===== src/rtl/hds_sqrt_cell.sv =====
// One digit cell of the pipelined integer square root (one root bit per cell).
`default_nettype none

module hds_sqrt_cell #(
   parameter int FRAC_BITS = 16,
   parameter int SIDE_W    = 32
) (
   input  wire logic                     clock,
   input  wire logic                     reset,
   input  wire logic                     en,
   input  wire logic                     in_valid,
   input  wire logic [2*FRAC_BITS-1:0]   in_rad,
   input  wire logic [FRAC_BITS:0]       in_rem,
   input  wire logic [FRAC_BITS-1:0]     in_root,
   input  wire logic [SIDE_W-1:0]        in_side,
   output logic                          out_valid,
   output logic [2*FRAC_BITS-1:0]        out_rad,
   output logic [FRAC_BITS:0]            out_rem,
   output logic [FRAC_BITS-1:0]          out_root,
   output logic [SIDE_W-1:0]             out_side
);

   localparam int F = FRAC_BITS;

   logic              valid_ff;
   logic [2*F-1:0]    rad_ff, rad_in;
   logic [F:0]        rem_ff, rem_in;
   logic [F-1:0]      root_ff, root_in;
   logic [SIDE_W-1:0] side_ff;
   logic [F+1:0]      shifted;
   logic [F+1:0]      trial;
   logic [F+1:0]      diff;

   // Bring down the next two radicand bits and try the next root bit
   always_comb begin
      shifted = {in_rem[F-1:0], in_rad[2*F-1:2*F-2]};
      trial   = {in_root, 2'b01};
      diff    = shifted - trial;
      rad_in  = {in_rad[2*F-3:0], 2'b00};
      if (shifted >= trial) begin
         rem_in  = diff[F:0];
         root_in = {in_root[F-2:0], 1'b1};
      end else begin
         rem_in  = shifted[F:0];
         root_in = {in_root[F-2:0], 1'b0};
      end
   end

   always_ff @(posedge clock) begin
      if (reset) begin
         valid_ff <= 1'b0;
      end else if (en) begin
         valid_ff <= in_valid;
      end
   end

   always_ff @(posedge clock) begin
      if (en) begin
         rad_ff  <= rad_in;
         rem_ff  <= rem_in;
         root_ff <= root_in;
         side_ff <= in_side;
      end
   end

   assign out_valid = valid_ff;
   assign out_rad   = rad_ff;
   assign out_rem   = rem_ff;
   assign out_root  = root_ff;
   assign out_side  = side_ff;

endmodule

`default_nettype wire


===== config.mk =====
export PLATFORM = sky130hd
export DESIGN_NAME = hds_sqrt_cell
export DESIGN_NICKNAME = d
export VERILOG_FILES = /design/src/rtl/hds_sqrt_cell.sv
export SDC_FILE = /design/constraint.sdc
export NUM_CORES = 1
export LEC_CHECK = 0
export ABC_AREA = 1
export BUFFER_PORTS_ARGS = -buffer_cell sky130_fd_sc_hd__buf_2
export CORE_ASPECT_RATIO = 0.75
export CORE_MARGIN = 4
export CORE_UTILIZATION = 51
export DETAILED_ROUTE_END_ITERATION = 8
export PLACE_DENSITY = 0.91
export RECOVER_POWER = 50
export SLEW_MARGIN = 0
export SYNTH_ARGS = -nofsm -noshare
export SYNTH_HDL_FRONTEND = slang
export SYNTH_SLANG_ARGS = --single-unit

===== constraint.sdc =====
create_clock -name clock -period 4.82 [get_ports clock]
set_clock_uncertainty 0.05 [all_clocks]
set_input_delay 0.241 -clock clock [delete_from_list [all_inputs] [get_ports clock]]
set_output_delay 0.241 -clock clock [all_outputs]
set_load 0.01 [all_outputs]

==> flow_metrics.env, run 1 <==
export IMPL_dieArea_sq_um=10160
export IMPL_cts_tree="yes"
export IMPL_clk_pin_slew_ns=0.07
export IMPL_cts_setup_buffers=0
export IMPL_grt_pass1_vias=3400
export IMPL_min_to="out_rad[15]"
export IMPL_drive_gt1_share_pct=30.96
export IMPL_gp_congestion=0.8563
export IMPL_seqCellArea_sq_um=2873
export IMPL_intPower_uw=1595
export IMPL_slowest_stage="clkbuf_1"
export IMPL_period_needed_ns=2.593
export IMPL_syn_avg_cell_area_sq_um=11.07
export IMPL_initial_core_util_pct=53.94
export IMPL_pwr_share_seq_pct=47.9
export IMPL_rsz0062_at_grt="no"
export IMPL_power_density_nw_per_um2=372.9
export IMPL_grt_max_degree=61
export IMPL_post_cts_resized=0
export IMPL_cts_root_buf="clkbuf_16"
export IMPL_status="finished, violations left"
export IMPL_port_buffers=195
export IMPL_yosys_warnings=0
export IMPL_layout_nets=719
export IMPL_ys_types=29
export IMPL_fin_area_sq_um=5739
export IMPL_required_ns=4.75
export IMPL_yosysSeqAreaShare_pct=65.53
export IMPL_path_buf_inv=2
export IMPL_cts_sink_count=96
export IMPL_crit_chain="clkbuf_1, buf_4"
export IMPL_violations="capacitance limit, slew limit"
export IMPL_worst_pin_slew_ns=2.051
export IMPL_end_kind="flop"
export IMPL_netlist_area_leader_share_pct=65.07
export IMPL_rrSetupSlack_ns=4.17
export IMPL_area_growth_pct=30.91
export IMPL_drv_slew=38
export IMPL_critPathMaxStageDelay_ns=1.43
export IMPL_comb_power_share_pct=16.6
export IMPL_cts_buffer_depth=2
export IMPL_viasPerCell=4.931
export IMPL_globalRoute_totalOverflow=0
export IMPL_clockPowerShare_pct=35.5
export IMPL_min_path_cells=1
export IMPL_rr_worst_depth=2
export IMPL_instances_no_fill=709
export IMPL_vias=3496
export IMPL_switchingPower_uw=545.3
export IMPL_dpl_cell_area_sq_um=5463
export IMPL_die_y_um=88.30
export IMPL_synth_seq_cells=96
export IMPL_fmax_mhz=385.7
export IMPL_dp_cells=693
export IMPL_synth_top_cells_by_area="edfxtp_1 (65%), nand2_1 (11%), inv_1 (5.6%), ha_1 (5.1%), nand3_1 (3.2%)"
export IMPL_num_rows=28
export IMPL_cellLeakagePower_uw=0.002805
export IMPL_rr_startpoint="out_valid"
export IMPL_synth_cells=396
export IMPL_drt_pass1_iter_count=5
export IMPL_grt_pass1_wl_mm=16.26
export IMPL_preCtsSetupSlack_ns=2.636
export IMPL_irDropWorstVdd_uv=290.9
export IMPL_setup_viol=0
export IMPL_crit_path_max_fanout=60
export IMPL_antenna_found_initial=0
export IMPL_h_tree_depth=3
export IMPL_multi_input_area_sq_um=1225
export IMPL_arrival_ns=2.52
export IMPL_dp_hpwl_mm=8.406
export IMPL_routedWlPerCell_um=15.54
export IMPL_routed_wl_mm=11.02
export IMPL_drc=0
export IMPL_hold_viol=0
export IMPL_maxCapViolCount=1
export IMPL_core_sq_um=8128
export IMPL_track_usage_pct=21.12
export IMPL_rr_endpoint="out_valid"
export IMPL_die_w_um=115.1
export IMPL_yosys_area_top_type="edfxtp_1"
export IMPL_hold_path_startpoint="in_rad[13]"
export IMPL_cts_buffers=9
export IMPL_slew_headroom_pct=-36.71
export IMPL_power_switching_share_pct=25.48
export IMPL_fill_cells=636
export IMPL_dr_first_iter_drc_count=299
export IMPL_cpLargestDelayFamily="buffers and inverters"
export IMPL_tns_ns=0
export IMPL_critPathKind="in -> reg"
export IMPL_timing_final_crit_share_pct=53.80
export IMPL_setup_ws_ns=2.227
export IMPL_num_antenna_cells=0
export IMPL_hold_class="in -> reg"
export IMPL_start_kind="input port"
export IMPL_clk_latency_ns=0.34
export IMPL_ios=199
export IMPL_drtAntennaViolNets=0
export IMPL_syn_area_sq_um=4384
export IMPL_holdBufCountCts=1
logic make-up (layout without fill, tap and decap cells):
kind of cell / Yosys count / in the layout / synth area share [%]
buf+inv: 71 / 278 / 6.621
compound gates: 10 / 10 / 1.142
flops: 96 / 96 / 65.53
other cells: 1 / 2 / 0.08553
mux: 1 / 1 / 0.2283
fa+ha+maj: 18 / 18 / 5.137
simple gates: 192 / 192 / 19.86
xor+xnor: 7 / 7 / 1.398
placed cells by master (no fill, tap or decap):
cell type	count
clkinvlp_4	1
dlygate4sd3_1	1
nand4_1	3
nand2_4	1
nor3_1	1
inv_1	65
nor2_1	11
nand3_4	1
conb_1	2
and2_1	2
edfxtp_1	95
and2_4	1
buf_4	1
ha_1	18
inv_2	1
dfxtp_1	1
xor2_1	6
inv_6	1
nand3_2	3
clkbuf_16	9
inv_8	1
xnor2_1	1
nor3b_1	1
mux2i_1	1
nor2_8	1
nand3_1	28
nor2_4	1
a21oi_1	10
clkbuf_1	39
clkinv_2	1
nand2_2	3
nand2_8	1
nor2_2	2
nand2_1	132
buf_2	156
bufinv_16	2
layout make-up:
type                    count  area share [%]
flip-flops and latches     96           50.05
multi-input cells         230           21.34
repair buffers            197           16.46
inverters                  66           4.317
clock buffers               9           3.924
well taps                 105           2.289
clock inverters             6           1.613
worst max-delay path by stage:
| stage | end | from | cells past startpoint |
|---|---|---|---|
| final | out_side[7] | en | 2 |
| after global routing | out_side[26] | en | 2 |
| after CTS | out_rem[15] | in_root[7] | 12 |
| after detailed placement | out_rem[15] | in_root[7] | 12 |
| after global placement | out_rem[14] | in_root[7] | 12 |
| after floorplan | out_rem[3] | in_root[7] | 12 |
per-stage QoR:
stage          hold slack (ns)  util [%]  power, uW
2_1_floorplan           0.2634         -       1239
3_3_place_gp            0.3469     67.21       1386
3_5_place_dp            0.3511     67.21       1402
4_1_cts               0.005676     71.24       2165
5_1_grt               0.005825     70.61       2238
6_report               0.01782     70.61       2140
power by group through the flow:
stage | clock network [uW] | registers, uW | logic (uW)
floorplan | 0 | 1090 | 154
global placement | 0 | 1040 | 349
detailed placement | 0 | 1040 | 360
CTS | 776 | 1020 | 364
global route | 812 | 1030 | 394
finish | 760 | 1030 | 355
flip-flops by register name, summed over array words and instances (netlist names):
register,flops
out_side,32
out_rad,30
out_rem,17
out_root,16
out_valid,1
routing by layer:
layer	wire (um)	global-route usage, %	vias to the layer above	part of all wire (%)
li1	-	-	1701	-
met1	4246	24.81	1616	39
met2	5587	37.87	165	51
met3	1066	6.562	14	9.7
met4	120	5.864	0	1.1
met5	0	0	-	0
cells in the mapped netlist (all sizes together):
| cell | number |
|---|---|
| a21oi | 10 |
| and2 | 3 |
| buf | 5 |
| conb | 1 |
| dfxtp | 1 |
| edfxtp | 95 |
| ha | 18 |
| inv | 66 |
| mux2i | 1 |
| nand2 | 137 |
| nand3 | 32 |
| nand4 | 3 |
| nor2 | 15 |
| nor3 | 1 |
| nor3b | 1 |
| xnor2 | 1 |
| xor2 | 6 |
(Power assumes the default switching activity.)
==> run 2, diff against run 1 <==
- CORE_UTILIZATION: 51 -> 43
- PLACE_DENSITY: 0.91 -> 0.82
- clock period: 4.82 -> 2.15 ns (I/O delays scaled with it)
==> run 2 against run 1 <==
Net effect: the flow now finishes without violations; sequential cell count unchanged; die area is 17% higher; design area grew 16%; first-iteration DRC count shrank 39%; routed wire length rose by 11%; worst hold slack improved by 0.019 ns; worst setup slack lost 2.1 ns; global-route usage is 1.1 points lower; total power rose by 120%; sequential power is 120% higher; critical path depth rose by 11; core utilization shrank 2.5 points; largest power group unchanged; highest routed layer unchanged.
==> flow_metrics.env, run 2 (synthesized netlist as in run 1, its figures left out) <==
export IMPL_pwr_share_seq_pct=48.3
export IMPL_globalRoute_totalOverflow=0
export IMPL_drt_pass1_iter_count=5
export IMPL_setup_ws_ns=0.08506
export IMPL_critPathKind="in -> reg"
export IMPL_dp_hpwl_mm=8.261
export IMPL_maxCapViolCount=0
export IMPL_h_tree_depth=3
export IMPL_slowest_stage="dlygate4sd3_1"
export IMPL_comb_power_share_pct=20.3
export IMPL_seqCellArea_sq_um=2873
export IMPL_clk_pin_slew_ns=0.07
export IMPL_route_met3_wl_um=920
export IMPL_fmax_mhz=484.3
export IMPL_intPower_uw=3485
export IMPL_track_usage_pct=20.00
export IMPL_grt_pass1_vias=3867
export IMPL_power_density_nw_per_um2=712.1
export IMPL_layout_commonest_cell="buf_2"
export IMPL_dieArea_sq_um=11890
export IMPL_die_y_um=95.45
export IMPL_initial_core_util_pct=44.68
export IMPL_clk_latency_ns=0.34
export IMPL_critPathMaxStageDelay_ns=0.53
export IMPL_total_power_uw=4760
export IMPL_met1_length_mm=5.153
export IMPL_cellLeakagePower_uw=0.003235
export IMPL_grt_max_degree=35
export IMPL_dr_first_iter_drc_count=182
export IMPL_hold_class="in -> reg"
export IMPL_vias=3796
export IMPL_routed_wl_mm=12.20
export IMPL_antenna_found_initial=0
export IMPL_crit_path_max_fanout=9
export IMPL_gp_congestion=0.8216
export IMPL_core_sq_um=9813
export IMPL_die_w_um=124.6
export IMPL_cts_root_buf="clkbuf_16"
export IMPL_port_buffers=195
export IMPL_cts_buffers=9
export IMPL_mostFrequentLayoutCells="buf_2 (185), nand2_1 (128), edfxtp_1 (95)"
export IMPL_cts_buffer_depth=2
export IMPL_drtAntennaViolNets=0
export IMPL_num_antenna_cells=0
export IMPL_path_buf_inv=4
export IMPL_largest_reg_flops=32
export IMPL_arrival_ns=2.11
export IMPL_area_growth_pct=52.45
export IMPL_irDropWorstVdd_uv=477.9
export IMPL_cts_sink_count=96
export IMPL_preCtsSetupSlack_ns=0.1611
export IMPL_top_layer_used="met4"
export IMPL_multi_input_area_sq_um=1291
export IMPL_period_needed_ns=2.065
export IMPL_required_ns=2.20
export IMPL_clockPowerShare_pct=31.4
export IMPL_fill_cells=739
export IMPL_cts_tree="yes"
export IMPL_wl_met2_mm=5.981
export IMPL_end_kind="flop"
export IMPL_viasPerCell=4.612
export IMPL_num_rows=31
export IMPL_power_switching_share_pct=26.79
export IMPL_drv_slew=0
export IMPL_cpLargestDelayFamily="buffers and inverters"
export IMPL_slew_headroom_pct=43.00
export IMPL_routedWlPerCell_um=14.82
export IMPL_setup_viol=0
export IMPL_switchingPower_uw=1275
export IMPL_worst_pin_slew_ns=0.8551
export IMPL_hold_viol=0
export IMPL_layout_nets=805
export IMPL_rrSetupSlack_ns=0.95
export IMPL_start_kind="input port"
export IMPL_drc=0
export IMPL_timing_final_crit_share_pct=96.04
export IMPL_crit_chain="dlygate4sd3_1, buf_2, inv_1, ha_1, nand2_2, nor2_2, and2_4, nand3_2, nand2_4, nor2_8, buf_4, nand3_1, nand2_1"
export IMPL_ios=199
export IMPL_grt_pass1_wl_mm=18.82
export IMPL_status="finished clean"
export IMPL_drive_gt1_share_pct=34.44
## run 2: changes by cell type in the layout (fill, tap and decap cells not counted), sizes merged
cell / before / now
buf: 157 / 191
dlygate4sd3: 1 / 79
nand2: 137 / 138
clkbuf: 48 / 22
bufinv: 2 / 0
clkinvlp: 1 / 3
## run 2: worst reg2reg max path, stage by stage (launching register included)
cell and delay (ns):
dfxtp_1 0.31, mux2i_1 0.13, nor2_1 0.06, dlygate4sd3_1 0.54
## run 2: what timing repair did
action / 4_1_cts / 5_1_grt
endpoints found under the setup margin: 0 / 18
resized for setup: 0 / 15
hold buffers: 79 / 0
hold endpoints to repair: 78 / 0
setup buffers: 0 / 3
## run 2: power groups by stage
stage / registers (uW) / clock network (uW) / logic, uW
after global routing: 2310 / 1620 / 1070
after floorplan: 2430 / 0 / 345
after detailed placement: 2330 / 0 / 825
after CTS: 2290 / 1550 / 939
final: 2300 / 1490 / 967
after global placement: 2330 / 0 / 809
## run 2: worst paths after layout
check                   start     endpoint  cells past startpoint
setup / recovery  in_root[11]   out_rem[0]                     13
setup reg to reg    out_valid    out_valid                      3
hold / removal     in_rem[14]  out_rem[16]                      3
hold reg to reg     out_valid    out_valid                      3
## run 2: layout make-up
cell class                      instances  area share (%)
Tap cell                              132           2.471
Sequential cell                        96           42.98
Clock inverter                          6          0.8049
Clock buffer                           10           3.426
Timing Repair Buffer                  282           27.29
Multi-Input combinational cell        231           19.32
Inverter                               66           3.706
## run 2: through the flow
stage	utilization, %	TNS, ns	area, sq um	hold slack [ns]	std cells
after floorplan	-	0	4388	0.1299	397
after global placement	56.57	0	5552	0.2134	724
after detailed placement	56.57	0	5552	0.2277	724
after CTS	67.51	0	6625	0.02400	819
after global routing	68.11	-0.1199	6684	0.03544	823
final	68.11	0	6684	0.03718	823
## run 2: metal layers
| metal | GRT usage (%) | vias up |
|---|---|---|
| met1 | 24.96 | 1762 |
| met3 | 5.711 | 13 |
| met5 | 0 | - |
| li1 | - | 1872 |
| met2 | 34.98 | 149 |
| met4 | 4.653 | 0 |
==> run 3, diff against run 2 <==
- CAP_MARGIN: default -> 20
- CORE_UTILIZATION: 43 -> 47
- PLACE_DENSITY: 0.82 -> 0.85
- clock period: 2.15 -> 2.2 ns (I/O delays scaled with it)
==> run 3 against run 2 <==
Net effect: total power down 1.7%; clock power about the same; sequential power down 3%; core utilization up 5.9 points; design area up 0.52%; sequential cell count unchanged; die area down 7.9%; final cell count down 0.49%; worst hold slack better by 0.0073 ns; critical path type unchanged; largest power group unchanged.
==> flow_metrics.env, run 3 (synthesized netlist as in run 1, its figures left out) <==
export IMPL_irDropWorstVdd_uv=458.8
export IMPL_required_ns=2.24
export IMPL_dp_hpwl_mm=8.183
export IMPL_hold_class="in -> reg"
export IMPL_crit_path_max_fanout=7
export IMPL_cts_root_buf="clkbuf_16"
export IMPL_clk_pin_slew_ns=0.07
export IMPL_arrival_ns=2.15
export IMPL_period_needed_ns=2.109
export IMPL_layout_nets=805
export IMPL_gp_congestion=0.8555
export IMPL_drt_pass1_iter_count=5
export IMPL_num_antenna_cells=0
export IMPL_mostFrequentLayoutCells="buf_2 (181), nand2_1 (131), edfxtp_1 (95)"
export IMPL_dieArea_sq_um=10950
export IMPL_rrSetupSlack_ns=0.98
export IMPL_ios=199
export IMPL_hold_viol=0
export IMPL_grt_max_degree=39
export IMPL_layout_commonest_cell="buf_2"
export IMPL_rr_worst_depth=3
export IMPL_routedWlPerCell_um=15.35
export IMPL_maxCapViolCount=0
export IMPL_largest_reg_flops=32
export IMPL_drc=0
export IMPL_wl_met2_mm=6.433
export IMPL_grt_pass1_wl_mm=19.38
export IMPL_total_power_uw=4677
export IMPL_status="finished clean"
export IMPL_cts_buffers=9
export IMPL_cts_tree="yes"
export IMPL_timing_final_crit_share_pct=95.87
export IMPL_globalRoute_totalOverflow=0
export IMPL_die_y_um=91.64
export IMPL_port_buffers=195
export IMPL_route_met3_wl_um=948
export IMPL_drive_gt1_share_pct=33.72
export IMPL_power_density_nw_per_um2=696.0
export IMPL_rr_startpoint="out_valid"
export IMPL_clk_latency_ns=0.33
export IMPL_multi_input_area_sq_um=1308
export IMPL_critPathLaunch="in_root[4]"
export IMPL_core_sq_um=9084
export IMPL_initial_core_util_pct=48.26
export IMPL_end_kind="flop"
export IMPL_seqCellArea_sq_um=2873
export IMPL_dr_first_iter_drc_count=266
export IMPL_top_layer_used="met4"
export IMPL_drtAntennaViolNets=0
export IMPL_routed_wl_mm=12.57
export IMPL_track_usage_pct=22.58
export IMPL_antenna_found_initial=0
export IMPL_cts_buffer_depth=2
export IMPL_setup_viol=0
export IMPL_fin_area_sq_um=6719
export IMPL_area_growth_pct=53.25
export IMPL_viasPerCell=4.661
export IMPL_dpl_cell_area_sq_um=5527
export IMPL_fmax_mhz=474.1
export IMPL_critPathKind="in -> reg"
export IMPL_fill_cells=615
export IMPL_rsz0062_at_grt="yes"
export IMPL_rr_endpoint="out_valid"
export IMPL_num_rows=30
export IMPL_crit_path_end="out_rem[6]"
export IMPL_vias=3817
export IMPL_cts_sink_count=96
export IMPL_grt_pass1_vias=3852
export IMPL_h_tree_depth=3
export IMPL_drv_slew=0
export IMPL_met1_length_mm=5.066
export IMPL_start_kind="input port"
export IMPL_die_w_um=119.5
export IMPL_cellLeakagePower_uw=0.003226
[run 3: cell count changes in the layout (fill, tap and decap cells not counted), sizes merged]
cell    before  now
buf        191  190
clkbuf      22   24
nand2      138  137
[run 3: worst min-delay path by stage]
stage	startpoint	to	slack (ns)	depth (start not counted)
floorplan	reset	out_valid	0.13	1
CTS	in_rem[7]	out_rem[9]	0.04	3
detailed placement	reset	out_valid	0.22	2
finish	in_rem[14]	out_rem[16]	0.04	3
global placement	reset	out_valid	0.22	2
global route	in_rem[14]	out_rem[16]	0.04	3
[run 3: what timing repair did]
action                                  4_1_cts  5_1_grt
setup buffers                                 0        5
gates resized for setup                       0       14
endpoints found under the hold margin        78        0
hold buffers                                 79        0
endpoints found under the setup margin        0       18
[run 3: report_power, final]
part	leakage [uW]	switching [uW]	internal [uW]
Sequential	0.000937	41.9	2200
Clock	0.000129	698	785
Combinational	0.00216	529	421
[run 3: cell type report]
cell class                 count  area share, %
tap                          128          2.384
sequential                    96          42.76
clock inverter                 6         0.8007
clock buffer                  10          3.408
multi-input combinational    230          19.46
timing repair buffer         283          27.50
inverter                      66          3.687
[run 3: through the flow]
stage               hold slack [ns]  utilization [%]  TNS (ns)  instances  setup WS (ns)
floorplan                    0.1324                -         0        397         0.5398
global placement             0.2168            60.84         0        719         0.2580
detailed placement           0.2249            60.84         0        719         0.2116
CTS                         0.03504            72.66         0        814        0.02477
global route                0.04300            73.97   -0.3794        819       -0.05068
finish                      0.04452            73.97         0        819        0.09090
[run 3: per-layer routing]
layer | GRT usage, % | vias up
li1 | - | 1871
met1 | 28.36 | 1758
met2 | 40.18 | 178
met3 | 6.289 | 10
met4 | 3.051 | 0
met5 | 0 | -
[run 3: critical path, stage by stage]
cell and delay [ns]:
dlygate4sd3_1 0.53, buf_2 0.11, inv_1 0.04, ha_1 0.34, nand2_1 0.16, nor2_4 0.15, nand3_2 0.09, nand3_2 0.11
nand3_4 0.16, buf_4 0.21, nand3_1 0.07, nand2_1 0.06
