===== config.mk =====
export PLATFORM = sky130hd
export DESIGN_NAME = hds_cordic_cell
export DESIGN_NICKNAME = d
export VERILOG_FILES = /design/src/rtl/hds_pkg.sv /design/src/rtl/hds_cordic_cell.sv
export SDC_FILE = /design/constraint.sdc
export NUM_CORES = 1
export LEC_CHECK = 0
export BUFFER_PORTS_ARGS = -buffer_cell sky130_fd_sc_hd__buf_4
export CAP_MARGIN = 25
export CORE_MARGIN = 4
export CORE_UTILIZATION = 53
export DETAILED_ROUTE_END_ITERATION = 12
export PLACE_DENSITY = 0.88
export SYNTH_ARGS = -nofsm -noshare
export SYNTH_HDL_FRONTEND = slang
export SYNTH_SLANG_ARGS = --single-unit

===== constraint.sdc =====
create_clock -name clock -period 2.3 [get_ports clock]
set_input_delay 0.115 -clock clock [delete_from_list [all_inputs] [get_ports clock]]
set_output_delay 0.115 -clock clock [all_outputs]
set_load 0.02 [all_outputs]

===== src/rtl/hds_pkg.sv =====
// Shared constants and types for the hemisphere direction sampler.
`default_nettype none

package hds_pkg;

   // Angles are fractions of a full turn; the residual angle needs sign and headroom
   localparam int ANGLE_W = 34;

   // Converged rotation gain, Q0.32
   localparam logic [31:0] GAIN_Q32 = 32'h9B74EDA8;

   localparam logic [31:0] EIGHTH_TURN = 32'h20000000;

   // Largest magnitude of a Q1.15 result
   localparam int Q15_MAX = 32767;

   // atan(2^-i) in turns, Q0.32, rounded
   localparam logic [31:0] ATAN_TURNS [32] = '{
      32'h20000000, 32'h12E4051E, 32'h09FB385B, 32'h051111D4,
      32'h028B0D43, 32'h0145D7E1, 32'h00A2F61E, 32'h00517C55,
      32'h0028BE53, 32'h00145F2F, 32'h000A2F98, 32'h000517CC,
      32'h00028BE6, 32'h000145F3, 32'h0000A2FA, 32'h0000517D,
      32'h000028BE, 32'h0000145F, 32'h00000A30, 32'h00000518,
      32'h0000028C, 32'h00000146, 32'h000000A3, 32'h00000051,
      32'h00000029, 32'h00000014, 32'h0000000A, 32'h00000005,
      32'h00000003, 32'h00000001, 32'h00000001, 32'h00000000
   };

   // Quarter turns applied after the fine rotation
   typedef enum logic [1:0] {
      QUAD_0   = 2'd0,
      QUAD_90  = 2'd1,
      QUAD_180 = 2'd2,
      QUAD_270 = 2'd3
   } quadrant_type;

endpackage

`default_nettype wire


===== src/rtl/hds_cordic_cell.sv =====
// One rotation cell of the CORDIC chain: a fixed shift and arctangent per cell.
`default_nettype none

module hds_cordic_cell import hds_pkg::*; #(
   parameter int DATA_W = 19,
   parameter int STAGE  = 0,
   parameter int SIDE_W = 17
) (
   input  wire logic                      clock,
   input  wire logic                      reset,
   input  wire logic                      en,
   input  wire logic                      in_valid,
   input  wire logic signed [DATA_W-1:0]  in_x,
   input  wire logic signed [DATA_W-1:0]  in_y,
   input  wire logic signed [ANGLE_W-1:0] in_z,
   input  wire logic [SIDE_W-1:0]         in_side,
   output logic                           out_valid,
   output logic signed [DATA_W-1:0]       out_x,
   output logic signed [DATA_W-1:0]       out_y,
   output logic signed [ANGLE_W-1:0]      out_z,
   output logic [SIDE_W-1:0]              out_side
);

   localparam logic signed [ANGLE_W-1:0] ATAN_STEP =
      signed'({{(ANGLE_W-32){1'b0}}, ATAN_TURNS[STAGE]});

   logic                      valid_ff;
   logic signed [DATA_W-1:0]  x_ff, x_in;
   logic signed [DATA_W-1:0]  y_ff, y_in;
   logic signed [ANGLE_W-1:0] z_ff, z_in;
   logic [SIDE_W-1:0]         side_ff;
   logic signed [DATA_W-1:0]  dx;
   logic signed [DATA_W-1:0]  dy;

   // Micro-rotation toward zero residual angle; shifts floor toward minus infinity
   always_comb begin
      dx = in_y >>> STAGE;
      dy = in_x >>> STAGE;
      if (!in_z[ANGLE_W-1]) begin
         x_in = in_x - dx;
         y_in = in_y + dy;
         z_in = in_z - ATAN_STEP;
      end else begin
         x_in = in_x + dx;
         y_in = in_y - dy;
         z_in = in_z + ATAN_STEP;
      end
   end

   always_ff @(posedge clock) begin
      if (reset) begin
         valid_ff <= 1'b0;
      end else if (en) begin
         valid_ff <= in_valid;
      end
   end

   always_ff @(posedge clock) begin
      if (en) begin
         x_ff    <= x_in;
         y_ff    <= y_in;
         z_ff    <= z_in;
         side_ff <= in_side;
      end
   end

   assign out_valid = valid_ff;
   assign out_x     = x_ff;
   assign out_y     = y_ff;
   assign out_z     = z_ff;
   assign out_side  = side_ff;

endmodule

`default_nettype wire


==> summary.md, run 1 <==
| Metric | Value |
|---|---|
| Antenna violation net count after detailed routing | `0` |
| Top delay family on crit path | `compound AO/OA/AOI/OAI gates` |
| Setup TNS | `0 ns` |
| Hpwl dp | `about 14 mm` |
| Leakage | `0.003950 µW` |
| CP bufs+invs | `2` |
| DR pass1 iterations | `5` |
| Core region area | `about 0.011 mm²` |
| CP Capture Type | `flip-flop` |
| Via count | `~5600` |
| Routed vias/inst | `roughly 5.7` |
| Hold EP | `out_z[29]` |
| Final period util | `between 90% and 100%` |
| Reg area | `between 0.002 and 0.003 mm²` |
| Layout Skew | `0 ns` |
| Worst Tran Pin Value | `~0.53 ns` |
| Cell chain of the critical path | `buf_4 > inv_1 > ha_1 > nand2b_4 > a2111oi_4 > nor3_4 > o221ai_4 > a221oi_2 > mux2i_1 > xnor2_1` |
| Cell area after synthesis | `approximately 0.006 mm²` |
| R2R Setup Slk | `~1.7 ns` |
| Worst r2r src | `out_valid` |
| Number of port buffers | `182` |
| Die Width | `between 100 and 150 µm` |
| Global Route Usage Sum | `around 31%` |
| Distinct cells, synth | `79` |
| Num ports | `between 150 and 200` |
| Post-synth EDFFs | `between 80 and 90` |
| CTS root buf | `clkbuf_16` |
| Outcome | `completed` |
| Initial antenna violation count | `0` |
| Critical path peak fanout | `6` |
| FF+latch count, synth | `roughly 90` |
| Clock slew seen by the registers of the worst setup and hold paths | `roughly 0.06 ns` |
| Antenna cells | `0` |
| Site Rows | `38` |
| Area grow syn2layout | `44.88%` |
| Final Slew Violations | `0` |
| Gr ovfl total | `0` |
| Filler cell count | `642` |
| Synth Instances | `around 550` |
| Ys flop type | `edfxtp_1` |
| Worst r2r dst | `out_valid` |
| Syn_area_per_cell | `approximately 11 µm²` |
| Ys async rst share | `0%` |
| Yosys warnings | `0` |
| Top cell type's share of synthesized area | `around 44%` |
| Worst slack, placed | `-0.1520 ns` |
| Fmax | `about 0.45 GHz` |
| RSZ-0062 raised after global routing | `no` |
| Initial DRC Count | `540` |
| WHS | `approximately 0.06 ns` |
| CTS Sinks | `89` |
| Die area | `0.01311 mm²` |
| Dominant cell type by area after synthesis | `edfxtp_1` |
| Crit-path max cell delay | `approximately 0.45 ns` |
| Sequential share of the synthesized area | `~44%` |
| Reg2Reg Depth | `2` |
| Setup ws final | `a little over 0.1 ns` |
| Minimum clock period | `about 2.2 ns` |
| CTS tree | `built` |
| Max Root-Sink Buffers | `2` |
| Post-Place Cell Area | `0.007978 mm²` |
| Routability cong. | `around 0.95` |
| Share of layout cells above drive strength 1 | `35.51%` |
| Min-delay worst type | `input port to flip-flop` |
| Final Hold Vio Count | `0` |
| Drt drc | `0` |
| Power Dens Cells | `about 600 mW/mm²` |
| First-pass GRT wire length | `31.37 mm` |
| Critical path data arrival time | `~2.3 ns` |
| Crit start category | `input port` |
| Peak VDD IR | `0.7181 mV` |
| Die height | `~110 µm` |
| Max-cap violations | `0` |
| Mapped Nets | `710` |
| Largest net degree at the start of global routing | `46` |
| Slew headroom | `64.22%` |
| Post_cts resized | `0` |
| Area of the multi-input gates | `0.002980 mm²` |
| Top cells by area, synth | `edfxtp_1 (44%), ha_1 (13%), xnor2_1 (4.5%), a21oi_1 (3.9%), inv_1 (3.6%)` |
| Final WL | `around 21 mm` |
| Critical path type | `input port to flip-flop` |
| Hold Crit Depth | `2` |
| WL per Instance | `20.88 µm` |
| Setup violators final | `0` |
| CP Data Required Time | `2.37 ns` |
| HP Start | `in_z[29]` |
| Initial Util | `roughly 55%` |
| Depth of the CTS H-tree | `3` |
| Worst path slowest cell | `a2111oi_4` |
| Worst-Skew Late Latency | `0.34 ns` |
| Design area | `0.008712 mm²` |
| Vias in the first global route | `~5600` |
| Final net count | `approximately 1000` |
| CTS Buf Count | `9` |
==> power breakdown <==
part	internal [µW]	leakage (µW)	switching (µW)
Sequential	2030	0.000870	80.8
Combinational	858	0.00296	1080
Clock	723	0.000120	598
==> stage by stage <==
stage          util (%)  power (µW)  cells
3_5_place_dp      72.64        3920    919
2_1_floorplan         -        3086    551
6_report          79.32        5372    982
5_1_grt           79.32        5572    982
4_1_cts           79.32        5275    982
3_3_place_gp      72.64        3874    919
==> worst max-delay path by stage <==
| stage | slack, ns | depth (start not counted) | to | start |
|---|---|---|---|---|
| 4_1_cts | 0.21 | 11 | out_x[14] | in_x[0] |
| 5_1_grt | 0.01 | 10 | out_y[11] | in_x[1] |
| 3_3_place_gp | -0.1 | 11 | out_y[17] | in_x[1] |
| 2_1_floorplan | 0.15 | 10 | out_x[16] | in_x[0] |
| 3_5_place_dp | -0.15 | 11 | out_x[14] | in_x[0] |
| 6_report | 0.10 | 10 | out_y[11] | in_x[1] |
==> final cells by class <==
cell class / count / share of cell area, %
repair buffers: 299 / 27.55
inverters: 61 / 2.643
clock buffers: 10 / 2.628
well taps: 140 / 2.011
clock inverters: 6 / 0.4021
flip-flops and latches: 89 / 30.56
multi-input cells: 377 / 34.21
==> worst register-to-register path: stages (launching register included) <==
cell     delay, ns
dfxtp_1       0.31
mux2i_1       0.16
nor2_1        0.06
==> layout by cell type (no fill, tap or decap), drive strengths merged, types with 3 or more instances in the layout <==
cell         Yosys  routed
ha              62      62
clkinvlp         0       3
clkinv           1       4
nor3             7       7
o21ai           31      31
xor2             6       6
a21o            15      15
o2111ai          3       3
buf             17     252
and2             3       3
a21oi           51      51
nand3            4       4
or3              5       5
or2              5       5
a31oi            8       8
nand2           20      20
o31ai            5       5
nor2b            5       5
nor2            35      35
o21bai          10      10
inv             60      60
nand4            4       4
o211ai           3       3
and3             4       4
a211oi           3       3
edfxtp          88      88
o221ai           3       3
fa               4       4
mux2i           12      12
nand2b           5       5
a21boi           3       3
xnor2           31      31
clkbuf           7      10
o22ai            4       4
dlygate4sd3      0      47
nor4             3       3
==> routing by layer <==
layer | vias to the layer above | global-route usage [%] | routed length [µm]
met4 | 0 | 9.976 | 564
met1 | 2625 | 40.61 | 7950
met3 | 49 | 5.708 | 2053
met5 | - | 0 | 0
met2 | 363 | 52.77 | 9938
li1 | 2545 | - | -
==> registers in the layout, indices dropped and copies added, names as in the netlist <==
signal	flops
out_z	34
out_y	19
out_x	18
out_side	17
out_valid	1
==> cells in the mapped netlist, types with 3 or more instances <==
master,count
a21o_1,14
nor2_1,34
a211oi_1,3
edfxtp_1,88
o31ai_1,4
clkbuf_1,7
and2_1,3
o21ai_1,6
or2_2,3
inv_1,58
o211ai_1,3
nand2b_1,3
nand4_1,4
nor3_1,5
ha_1,62
o21bai_1,10
a21oi_2,4
o2111ai_1,3
nand3_1,4
nor2b_1,5
buf_2,10
and3_1,4
xor2_1,6
or3_1,5
mux2i_1,12
a21oi_1,47
a31oi_1,7
fa_1,4
buf_6,4
nand2_1,19
xnor2_1,31
o21ai_0,23
o22ai_1,3
==> repair_timing <==
item	in CTS	in global routing
buffers inserted	0	0
hold endpoints to repair	47	0
hold buffers	47	0
==> kinds of logic after synthesis <==
kind of cell / synth area share (%)
AO/OA/AOI/OAI: 18.04
AND/OR/NAND/NOR: 9.904
flip-flops: 44.28
buffers and inverters: 6.159
adder cells (fa/ha/maj): 14.23
XOR/XNOR: 5.389
multiplexers: 1.998
(Power assumes the default switching activity.)
==> inputs of run 2 (changes only) <==
Settings changed: PLACE_DENSITY 0.88 to 0.91.
==> run 2 against run 1 <==
Total power increased by 0.69%. Register-to-register slack worse by 0.07 ns. Sequential share of layout area about the same. Worst hold slack improved by 0.028 ns. Final cell count grew 0.31%. Clock-buffer cell count did not move. Fmax is essentially flat. Global-route usage decreased by 1.2 points. Via count is 0.97% lower. Core utilization is 0.11 points higher. Critical path depth is 1 higher. First-iteration DRC count is 8.1% higher.
==> summary.md, run 2 (synthesized netlist as in run 1, its figures left out) <==
| Metric | Value |
|---|---|
| Worst path slowest cell | `fa_1` |
| Cell chain of the critical path | `buf_4 > inv_1 > ha_1 > fa_1 > and2b_1 > o211ai_1 > a21o_1 > and3_1 > o311ai_1 > o21ai_1 > xnor2_1` |
| CTS tree | `built` |
| Post_cts resized | `0 (unchanged)` |
| Clock slew seen by the registers of the worst setup and hold paths | `0.06 ns (about the same)` |
| Number of port buffers | `182 (unchanged)` |
| WL per Instance | `20.23 µm (-3.1%)` |
| Top delay family on crit path | `compound AO/OA/AOI/OAI gates` |
| Worst slack, placed | `-0.1508 ns (+0.001228 ns)` |
| Minimum clock period | `2.199 ns (+0.0007600 ns)` |
| HP Start | `in_z[29]` |
| # Post-CTS Setup Buffers | `0 (unchanged)` |
| CP Capture Type | `flip-flop` |
| CTS Sinks | `89 (unchanged)` |
| Initial Util | `54.75% (unchanged)` |
| Fmax | `0.4548 GHz (about the same)` |
| Worst r2r src | `out_valid` |
| Post-Place Cell Area | `0.007975 mm² (about the same)` |
| Setup violators final | `0 (unchanged)` |
| DR pass1 iterations | `5 (unchanged)` |
| Critical path peak fanout | `3 (-3)` |
| Routability cong. | `0.9347 (-1.8%)` |
| Finished Layout Cells | `985 (+0.31%)` |
| Worst-Skew Late Latency | `0.33 ns (about the same)` |
| Final period util | `95.61% (about the same)` |
| Switching pwr | `1699 µW (-3.2%)` |
| Gr ovfl total | `0 (unchanged)` |
| Min-delay worst type | `input port to flip-flop` |
| Area grow syn2layout | `45.09%` |
| Max Root-Sink Buffers | `2 (unchanged)` |
| Design area | `0.008725 mm² (+0.14%)` |
| Core region area | `0.01098 mm² (unchanged)` |
| Worst Tran Pin Value | `0.4911 ns (-0.04074 ns)` |
| Filler cell count | `636 (-0.93%)` |
| CTS Buf Count | `9 (unchanged)` |
| Initial antenna violation count | `1 (+1)` |
| Most common cell after layout, fill and taps aside | `buf_4` |
| Peak VDD IR | `0.6304 mV (-12%)` |
| Antenna violation net count after detailed routing | `0 (unchanged)` |
| Site Rows | `38 (unchanged)` |
| First-pass GRT wire length | `30.38 mm (-3.2%)` |
| Critical path data arrival time | `2.26 ns (about the same)` |
| Initial DRC Count | `584 (+8.1%)` |
| Layout Skew | `0 ns (unchanged)` |
| Clock share of power | `25.9% (+1.3 points)` |
| Max-cap violations | `0 (unchanged)` |
| Routed vias/inst | `5.612 (-1.3%)` |
| Crit start category | `input port` |
| Sw Ratio | `31.42% (-1.3 points)` |
| Die height | `114.5 µm (unchanged)` |
| Setup ws final | `0.1010 ns (-0.0007600 ns)` |
| Share of layout cells above drive strength 1 | `35.66% (+0.15 points)` |
| Critical path type | `input port to flip-flop` |
| Via count | `5528 (-0.97%)` |
| Die Width | `114.5 µm (unchanged)` |
| Depth of the CTS H-tree | `3 (unchanged)` |
| Final Hold Vio Count | `0 (unchanged)` |
| Most frequent cells in the layout | `buf_4 (254), edfxtp_1 (88), ha_1 (62)` |
| Die area | `0.01311 mm² (unchanged)` |
| Slew headroom | `67.26% (+3.0 points)` |
| CP Data Required Time | `2.36 ns (about the same)` |
| CP bufs+invs | `2 (unchanged)` |
| Drt drc | `0 (unchanged)` |
| Hpwl dp | `14.59 mm (+2.1%)` |
| Largest net degree at the start of global routing | `47 (+2.2%)` |
| P_int | `3709 µW (+2.6%)` |
| CTS root buf | `clkbuf_16` |
| Global Route Usage Sum | `30.04% (-1.2 points)` |
| Final net count | `999 (+0.30%)` |
| Outcome | `completed` |
| Combinational power share | `35.1% (-0.9 points)` |
| Num ports | `183 (unchanged)` |
| CP Launch Point | `in_y[0]` |
| Leakage | `0.003974 µW (+0.60%)` |
| Max reg flops | `34 (unchanged)` |
| Crit-path max cell delay | `0.38 ns (-0.07 ns)` |
| Power Dens Cells | `619.9 mW/mm² (+0.55%)` |
| Final Slew Violations | `0 (unchanged)` |
| Final WL | `19.93 mm (-2.8%)` |
| Hold buffers post-CTS | `47 (unchanged)` |
| Reg power frac | `39.0% (-0.4 points)` |
| Setup TNS | `0 ns (unchanged)` |
| Placed instance count | `922 (+0.33%)` |
| Vias in the first global route | `5592 (-0.23%)` |
## run 2: stage by stage
| step | utilization, % | power, µW | hold slack [ns] |
|---|---|---|---|
| 4_1_cts | 79.41 | 5346 | 0.07723 |
| 5_1_grt | 79.44 | 5613 | 0.08301 |
| 3_5_place_dp | 72.61 | 3916 | 0.2846 |
| 6_report | 79.44 | 5409 | 0.08786 |
| 2_1_floorplan | - | 3086 | 0.1874 |
| 3_3_place_gp | 72.61 | 3864 | 0.2724 |
## run 2: cell type report
class                      instances  area [µm²]  area share (%)
sequential                        89        2663           30.52
tap                              140       175.2           2.008
clock buffer                      10       229.0           2.624
multi-input combinational        377        2980           34.16
antenna                            1       2.502         0.02868
clock inverter                     5       47.55          0.5450
inverter                          61       230.2           2.639
timing repair buffer             302        2397           27.48
## run 2: worst paths after layout
kind	to	slack, ns	cells after the start
worst max-delay path	out_y[18]	0.10	11
worst min-delay path	out_z[29]	0.09	2
worst max register to register	out_valid	1.59	2
worst min register to register	out_valid	0.63	2
## run 2: per-layer routing
layer  track usage (%)  vias to the layer above  routed length, µm
li1                  -                     2543                  -
met1             38.33                     2612               7924
met2             50.76                      325               9566
met3             4.757                       48               1756
met4             12.43                        0                684
met5                 0                        -                  0
## run 2: power by group through the flow
stage,combinational (µW),sequential (µW),clock [µW]
after global routing,2010,2130,1470
after CTS,1860,2100,1380
final,1900,2110,1400
after floorplan,715,2370,0
after detailed placement,1780,2130,0
after global placement,1740,2120,0
## run 2: worst reg2reg max path: cells and delay by family, from the launching register on
kind,cells,cell delay (ns)
and+or+nand+nor,1,0.18
DFF,1,0.36
muxes,1,0.09
==> inputs of run 3 (changes only) <==
Settings changed: SETUP_SLACK_MARGIN set to 0.5.
==> run 3 against run 2 <==
Critical endpoint is now out_x[14]. Sequential cell count unchanged. Non-clock buffer count increased by 15. First-iteration DRC count increased by 44%. Worst hold slack got worse by 0.023 ns. Fmax decreased by 0.26%. Register-to-register slack improved by 0.05 ns. Highest routed layer unchanged. Final cell count increased by 1.5%.
==> summary.md, run 3 (synthesized netlist as in run 1, its figures left out) <==
| Metric | Value |
|---|---|
| CP Capture Type | `flip-flop` |
| Most used routing layer | `met2` |
| Max-cap violations | `0 (unchanged)` |
| Final WL | `23.81 mm (+19%)` |
| Peak VDD IR | `0.6324 mV (+0.33%)` |
| Worst Tran Pin Value | `0.6370 ns (+0.1458 ns)` |
| Worst-Skew Late Latency | `0.34 ns (about the same)` |
| Leakage | `0.004155 µW (+4.5%)` |
| Clock slew seen by the registers of the worst setup and hold paths | `0.06 ns (about the same)` |
| Grt met3 use | `6.924% (+2.2 points)` |
| CP bufs+invs | `2 (unchanged)` |
| Core region area | `0.01098 mm² (unchanged)` |
| Global Route Usage Sum | `32.15% (+2.1 points)` |
| Num ports | `183 (unchanged)` |
| Initial Util | `54.75% (unchanged)` |
| Crit start category | `input port` |
| Antenna violation net count after detailed routing | `0 (unchanged)` |
| Crit-path max cell delay | `0.39 ns (about the same)` |
| Hold Crit Depth | `2 (unchanged)` |
| Final net count | `1014 (+1.5%)` |
| Met1 GRT Util | `38.84% (+0.51 points)` |
| CTS tree | `built` |
| Final Slew Violations | `0 (unchanged)` |
| Die area | `0.01311 mm² (unchanged)` |
| Hold EP | `out_z[29]` |
| Minimum clock period | `2.205 ns (+0.005645 ns)` |
| Setup ws final | `0.09538 ns (-0.005645 ns)` |
| Drt drc | `0 (unchanged)` |
| Critical path type | `input port to flip-flop` |
| First-pass GRT wire length | `32.53 mm (+7.1%)` |
| Critical path peak fanout | `13 (+10)` |
| Antenna cells | `0 (-1)` |
| Reg2Reg Depth | `2 (unchanged)` |
| Critical path data arrival time | `2.29 ns (+0.03 ns)` |
| Worst r2r dst | `out_valid` |
| Cell chain of the critical path | `buf_4 > inv_1 > ha_4 > a21oi_2 > o21ai_1 > and2_1 > a311o_1 > a311oi_1 > a21oi_1 > xnor2_1` |
| Routability cong. | `0.9144 (-2.2%)` |
| Max Root-Sink Buffers | `2 (unchanged)` |
| Initial antenna violation count | `0 (-1)` |
| Vias in the first global route | `5888 (+5.3%)` |
| Finished Layout Cells | `1000 (+1.5%)` |
| Number of port buffers | `182 (unchanged)` |
| Met2 usage | `54.99% (+4.2 points)` |
| Share of layout cells above drive strength 1 | `45.47% (+9.8 points)` |
| Initial DRC Count | `841 (+44%)` |
| DR pass1 iterations | `8 (+3)` |
| Min-delay worst type | `input port to flip-flop` |
| R2R Setup Slk | `1.64 ns (+0.05 ns)` |
| Final Hold Vio Count | `0 (unchanged)` |
| Routed vias/inst | `6.190 (+10%)` |
| Worst r2r src | `out_valid` |
| WHS | `0.06476 ns (-0.02310 ns)` |
| RSZ-0062 raised after global routing | `yes` |
| HP Start | `in_z[29]` |
| Most frequent cells in the layout | `buf_4 (243), edfxtp_1 (88), inv_1 (49)` |
| Final period util | `95.85% (+0.25 points)` |
| CTS Buf Count | `9 (unchanged)` |
| Worst slack, placed | `-0.1363 ns (+0.01453 ns)` |
| CP Data Required Time | `2.38 ns (+0.02 ns)` |
| Filler cell count | `463 (-27%)` |
| CTS root buf | `clkbuf_16` |
| Most common cell after layout, fill and taps aside | `buf_4` |
| Placed instance count | `903 (-2.1%)` |
| Worst path slowest cell | `a311o_1` |
| Gr ovfl total | `0 (unchanged)` |
| Power Dens Cells | `628.5 mW/mm² (+1.4%)` |
| Depth of the CTS H-tree | `3 (unchanged)` |
| Post-Place Cell Area | `0.008008 mm² (+0.41%)` |
| Via count | `6190 (+12%)` |
| Layout Skew | `0 ns (unchanged)` |
| WL per Instance | `23.81 µm (+18%)` |
| Max reg flops | `34 (unchanged)` |
| Design area | `0.009517 mm² (+9.1%)` |
| Die Width | `114.5 µm (unchanged)` |
| CTS Sinks | `89 (unchanged)` |
| Outcome | `completed` |
| Final cell utilization of the core | `86.65% (+7.2 points)` |
| Top delay family on crit path | `compound AO/OA/AOI/OAI gates` |
| Site Rows | `38 (unchanged)` |
| Hpwl dp | `14.12 mm (-3.2%)` |
| Die height | `114.5 µm (unchanged)` |
| CP Launch Point | `in_x[7]` |
| Slew headroom | `57.54% (-9.7 points)` |
| Largest net degree at the start of global routing | `53 (+13%)` |
| Fmax | `0.4536 GHz (-0.26%)` |
| Setup violators final | `0 (unchanged)` |
| Area grow syn2layout | `58.26%` |
## run 3: changes by cell type in the layout (fill, tap and decap cells not counted), sizes merged
cell,previous run,this run
bufinv,1,2
buf,255,270
clkinvlp,0,3
clkinv,5,4
inv,60,59
clkbuf,10,9
diode,1,0
## run 3: repair_timing
| action | 4_1_cts | 5_1_grt |
|---|---|---|
| pin swaps | 28 | 39 |
| resized for setup | 41 | 65 |
| hold endpoints to repair | 47 | 0 |
| hold buffers | 47 | 0 |
| setup buffers | 23 | 11 |
| endpoints found under the setup margin | 23 | 26 |
## run 3: report_power, final
group / total (µW) / switching, µW / internal [µW]
logic: 2260 / 1250 / 1020
registers: 2120 / 84.7 / 2030
clock network: 1600 / 647 / 953
total: 5980 / 1980 / 4000
## run 3: worst max-delay path by stage
stage	endpoint	depth (start not counted)
2_1_floorplan	out_x[16]	9
6_report	out_x[14]	10
3_3_place_gp	out_x[18]	11
3_5_place_dp	out_x[14]	10
5_1_grt	out_x[14]	10
4_1_cts	out_y[11]	10
## run 3: layer usage
| metal | vias to the layer above | part of all wire [%] |
|---|---|---|
| met5 | - | 0 |
| met4 | 0 | 5.4 |
| met3 | 151 | 12 |
| met2 | 614 | 48 |
| met1 | 2849 | 35 |
| li1 | 2576 | - |
## run 3: area by class of cell
cell class / count / area (µm²) / share of cell area (%)
repair buffers: 317 / 2633 / 27.66
multi-input cells: 377 / 3475 / 36.51
well taps: 140 / 175.2 / 1.841
clock inverters: 7 / 93.84 / 0.9861
clock buffers: 9 / 225.2 / 2.367
inverters: 61 / 252.7 / 2.656
flip-flops and latches: 89 / 2663 / 27.98
## run 3: worst reg2reg max path, stage by stage (launching register included)
cell	delay (ns)
dfxtp_1	0.35
mux2i_1	0.08
nor2_1	0.15
## run 3: stage by stage
stage / setup TNS (ns) / power [µW]
final: 0 / 5981
after global routing: 0 / 6147
after CTS: 0 / 5630
after detailed placement: -0.7021 / 3935
after global placement: -0.08860 / 3884
after floorplan: 0 / 3128
